--- src/hdl/sbhf_ram.sv ---
// Generic single-clock RAM: one write port and one read port with registered read data.
// Depends on nothing.
module sbhf_ram #(
   parameter int WIDTH = 8,
   parameter int DEPTH = 256
) (
   input  logic                     clock,
   input  logic                     wr_en,
   input  logic [$clog2(DEPTH)-1:0] wr_addr,
   input  logic [WIDTH-1:0]         wr_data,
   input  logic [$clog2(DEPTH)-1:0] rd_addr,
   output logic [WIDTH-1:0]         rd_data
);

   logic [WIDTH-1:0] mem [DEPTH];

   always_ff @(posedge clock) begin
      if (wr_en) begin
         mem[wr_addr] <= wr_data;
      end
      rd_data <= mem[rd_addr];
   end

endmodule

--- config.mk ---
export PLATFORM = sky130hd
export DESIGN_NAME = sbhf_ram
export DESIGN_NICKNAME = d
export VERILOG_FILES = /design/src/hdl/sbhf_ram.sv
export SDC_FILE = /design/constraint.sdc
export NUM_CORES = 2
export LEC_CHECK = 0
export BUFFER_PORTS_ARGS = -buffer_cell sky130_fd_sc_hd__buf_2
export CAP_MARGIN = 10
export CORE_MARGIN = 1.5
export CORE_UTILIZATION = 55
export CTS_CLUSTER_DIAMETER = 50
export DETAILED_ROUTE_END_ITERATION = 7
export PLACE_DENSITY = 0.71
export SLEW_MARGIN = 5
export SYNTH_ARGS = -nofsm -noshare
export SYNTH_HDL_FRONTEND = slang
export SYNTH_SLANG_ARGS = --single-unit
--- constraint.sdc ---
create_clock -name clock -period 2.6 [get_ports clock]
set_clock_uncertainty 0.15 [all_clocks]
set_input_delay 0.13 -clock clock [delete_from_list [all_inputs] [get_ports clock]]
set_output_delay 0.13 -clock clock [all_outputs]
set_load 0.01 [all_outputs]
Yosys cells after proc, flatten, opt, wreduce, memory -nomap -nowiden

Memory sizes are Yosys's and may differ from the RTL's. A register that Yosys moved wholly into a read port is not among the register bits.
Index checks and enable logic that the tools add are counted.

Muxes and demuxes: 2

Operators by type and width:

| cell             | number |
|---|---|
| 2-to-1 mux 1 bit | 2 |

Register bits after elaboration: 0
RAM bits: 2048
Input bits: 26
Output and inout port bits: 8
Word-level logic and storage cells: 3
Memories kept: 1

Memories:

| name | depth | width | read ports | clocked after Yosys merged registers in | write ports | line | RTL |
|---|---|---|---|---|---|---|---|
| mem  | 256   | 8     | 1          | 1                                       | 1           | 15   | `logic [WIDTH-1:0] mem [DEPTH];` |

Depth between registers and ports, before layout

Word-level depth: 2
Gate-level depth with buffers: 11
Gate-level depth less buffers: 6

Worst setup path before layout

No wires, ideal clock.

Path kind: input to register
From: in rd_addr[0]
To: reg rd_data[2] (read register of mem)
Setup time: 0.131 ns
Data arrival time: 1.937 ns
Data required time: 2.319 ns
Path slack: 0.382 ns
Stages on the path: 9
Path buffers: 4
Path through: buf_6 buf_12 buf_8 buf_2 mux4_2 a22oi_1 a21oi_1 nor4_1 nor4_2

RTL lines:

| what               | line | RTL |
|---|---|---|
| start: declaration | 11   | `input logic [$clog2(DEPTH)-1:0] rd_addr,` |
| end: declaration   | 12   | `output logic [WIDTH-1:0] rd_data` |

==> flow_summary_export.csv <==
group,metric,value,unit
status,status,"finished, violations left",
status,violations,"design-rule violations",
critical_path,crit_type,"reg2reg",
power_and_ir_drop,ir_drop,0.000690,V
synthesis,synth_edf_count,2048,
synthesis,syn_nets,3759,
finish,fillCellCount,9222,
placement,dpl.hpwl,126000,um
sta,setup_ws,0.0221,ns
route,ant_nets,0,
sta,hold_ws,0.166,ns
sta,max_freq,388,MHz
route,drt_drc_violations_left,4,
floorplan,initial_core_util,55.4,%
sta,setup_viol,0,
cts,cts_tree,"yes",
route,wl,198000,um
sta,relSlewSlack,39.9,%
sta,post-route-period-util,99.2,%
critical_path,reg2regPathDepth,7,
cts,cts_sinks,2056,
global_routing,grt_pass1_vias,42100,
global_routing,grt_max_degree,147,
critical_path,r2r-start,"mem[27][5]",
worst_hold_path,min_to,"mem[85][2]",
finish,layout_common_cells,"edfxtp_1 (2048), buf_4 (622), mux4_2 (454)",
finish,ff_latch_area,61700,um^2
cts,h-tree-depth,4,
power_and_ir_drop,internal-power,54.2,mW
floorplan,fp.dieH,383,um
power_and_ir_drop,power.switching,14.6,mW
floorplan,die_area,147000,um^2
critical_path,r2r_slack,0.02,ns
cts,clk_latency,0.84,ns
cts,root_buffer,"clkbuf_16",
flow_run,max_cap_violations,0,
synthesis,yosysUniqueCellTypes,55,
finish,area_delta_synth_final,17.8,%
worst_hold_path,hp-class,"in2reg",
power_and_ir_drop,p_comb_share,5.5,%
power_and_ir_drop,seq_power_share,53.2,%
route,viasPerCell,6.44,
global_routing,grt_pass1_wl,289000,um
finish,utilization,65.2,%
critical_path,worstPathArrival,3.11,ns
sta,slew_violations,0,
global_routing,track_usage,27.3,%
synthesis,synthFlopType,"edfxtp_1",
sta,worstMarginPinSlew,0.893,ns
critical_path,crit_path_end_kind,"register",
finish,multi_input_area,16600,um^2
route,drtIter0Drc,5697,
placement,dp_slack,-0.871,ns
worst_hold_path,worstHoldStart,"wr_data[2]",
route,avgRoutedWirePerCell,30.3,um
global_routing,grt_overflow,0,
power_and_ir_drop,powerDensity,734,nW/um^2
synthesis,async_flop_share,0,%
synthesis,synth_seq_cells,2056,
critical_path,start_kind,"register",
worst_hold_path,min_path_cells,2,
sta,hold_viol_final,0,
placement,numPortBuffers,33,
finish,post_route_cells_drive_above_1_share,32.4,%
finish,nets,4477,
floorplan,die_w,383,um
placement,place_congestion,0.867,
global_routing,antenna_found_initial,8,
power_and_ir_drop,p_clk_share,41.2,%
synthesis,postSynthAreaPerCell,21.3,um^2
synthesis,syn_area,79600,um^2
cts,clockBufferDepth,3,
cts,cts_setup_buffers,0,
power_and_ir_drop,leakage,30.5,nW
sta,fin_crit,2.58,ns
cts,numCtsBuffers,202,
critical_path,reg2reg_to,"rd_data[5]",
floorplan,io_pins,34,
cts,path_clk_slew,0.06,ns
floorplan,rows,139,
critical_path,required,3.14,ns
route,vias,42000,
route,drtPass1Iterations,8,
finish,final_common_cell,"edfxtp_1",
critical_path,crit_fanout,1,
synthesis,yosysWarningCount,0,
synthesis,synthCells,3733,
synthesis,yosysSeqAreaShare,77.5,%
floorplan,core_area,144000,um^2
power_and_ir_drop,swShare,21.3,%
stage by stage:
step | area, um^2 | instances | total power [mW] | TNS, ns
after floorplan | 79600 | 3733 | 39.1 | 0
after global placement | 87000 | 6131 | 41.0 | -4.05
after detailed placement | 87000 | 6131 | 41.0 | -4.27
after CTS | 93700 | 6521 | 69.1 | 0
after global routing | 93700 | 6522 | 70.5 | -0.00372
final | 93700 | 6525 | 68.8 | 0
registers in the layout, summed over array words and instances, names as in the netlist:
| name | cells |
|---|---|
| mem | 2048 |
| rd_data | 8 |
layer usage:
layer  global-route usage [%]  wire, um  up-vias
met4                     9.22      6610       12
met2                     42.4     94200     2472
met1                     39.0     76400    22000
li1                         -         -    17100
met3                     5.80     20700      398
met5                        0        72        -
worst max-delay path, stage by stage (launching register included):
cell      delay [ns]
edfxtp_1        0.38
mux4_2          0.50
a22o_1          0.28
a221oi_1        0.27
o221ai_1        0.19
a211oi_1        0.42
buf_4           0.21
nor4_1          0.04
cell type report:
cell class              instances  share of cell area (%)
inverters                       2                 0.00801
well taps                    1903                    2.54
repair buffers                747                    7.04
flip-flops and latches       2056                    65.8
clock buffers                 249                    5.66
clock inverters               122                    1.22
multi-input cells            1442                    17.7
diodes                          4                  0.0107
worst max path at each step:
stage	startpoint	to	slack (ns)	cells past startpoint
6_report	mem[27][5]	rd_data[5]	0.02	7
2_1_floorplan	rd_addr[0]	rd_data[2]	0.38	9
3_3_place_gp	rd_addr[0]	rd_data[1]	-0.83	8
5_1_grt	mem[128][1]	rd_data[1]	-0.004	8
3_5_place_dp	rd_addr[0]	rd_data[1]	-0.87	8
4_1_cts	mem[101][4]	rd_data[4]	0.005	8
power groups by stage:
stage | clock network [mW] | logic, mW | registers, mW
floorplan | 0 | 1.77 | 37.3
global placement | 0 | 3.67 | 37.3
detailed placement | 0 | 3.73 | 37.3
CTS | 28.7 | 3.79 | 36.6
global route | 29.9 | 4.00 | 36.6
finish | 28.4 | 3.81 | 36.6
timing repair:
item / 4_1_cts / 5_1_grt
setup endpoints to repair: 5 / 4
gates resized for setup: 11 / 6
hold buffers: 19 / 0
hold endpoints to repair: 2196 / 0
pin swaps: 1 / 0
synth_stat cells, types with 2 or more instances:
master	n	area, um^2
nand3_1	34	170
nand4_1	10	62.6
and3b_1	2	17.5
buf_6	21	236
o22ai_1	28	175
o21ai_0	10	50.1
dfxtp_1	8	160
edfxtp_1	2048	61500
mux4_2	454	10200
nor3_1	22	110
nand2_1	33	124
o21ai_1	2	10.0
o22a_1	5	43.8
o211ai_1	10	75.1
buf_2	31	155
a221oi_1	13	114
buf_1	22	82.6
mux2i_1	134	1340
nor2b_1	31	194
mux4_1	2	52.6
nand2b_1	8	50.1
buf_12	8	160
buf_4	27	203
o32ai_1	4	35.0
a21oi_1	96	480
nor4_2	3	37.5
nor4_1	24	150
nor2_1	282	1060
or2_2	4	25.0
a211oi_1	16	120
clkbuf_1	111	417
o221ai_1	46	403
nand3b_1	2	15.0
a22o_1	8	70.1
a311oi_1	2	17.5
a2111oi_0	2	17.5
a31oi_1	2	12.5
a22oi_1	133	998
a2111oi_1	2	20.0
buf_8	13	195
and2_1	6	37.5
logic make-up (layout without fill, tap and decap cells):
group                  count (synthesis)  after routing  share of synthesized area, %
flip-flops                          2056           2056                          77.5
AND/OR/NAND/NOR                      466            466                          2.63
buffers and inverters                235           1120                          1.83
other                                  0              4                             0
multiplexers                         591            591                          14.6
AO/OA/AOI/OAI                        385            385                          3.42
Power figures use the tool's default switching activity.
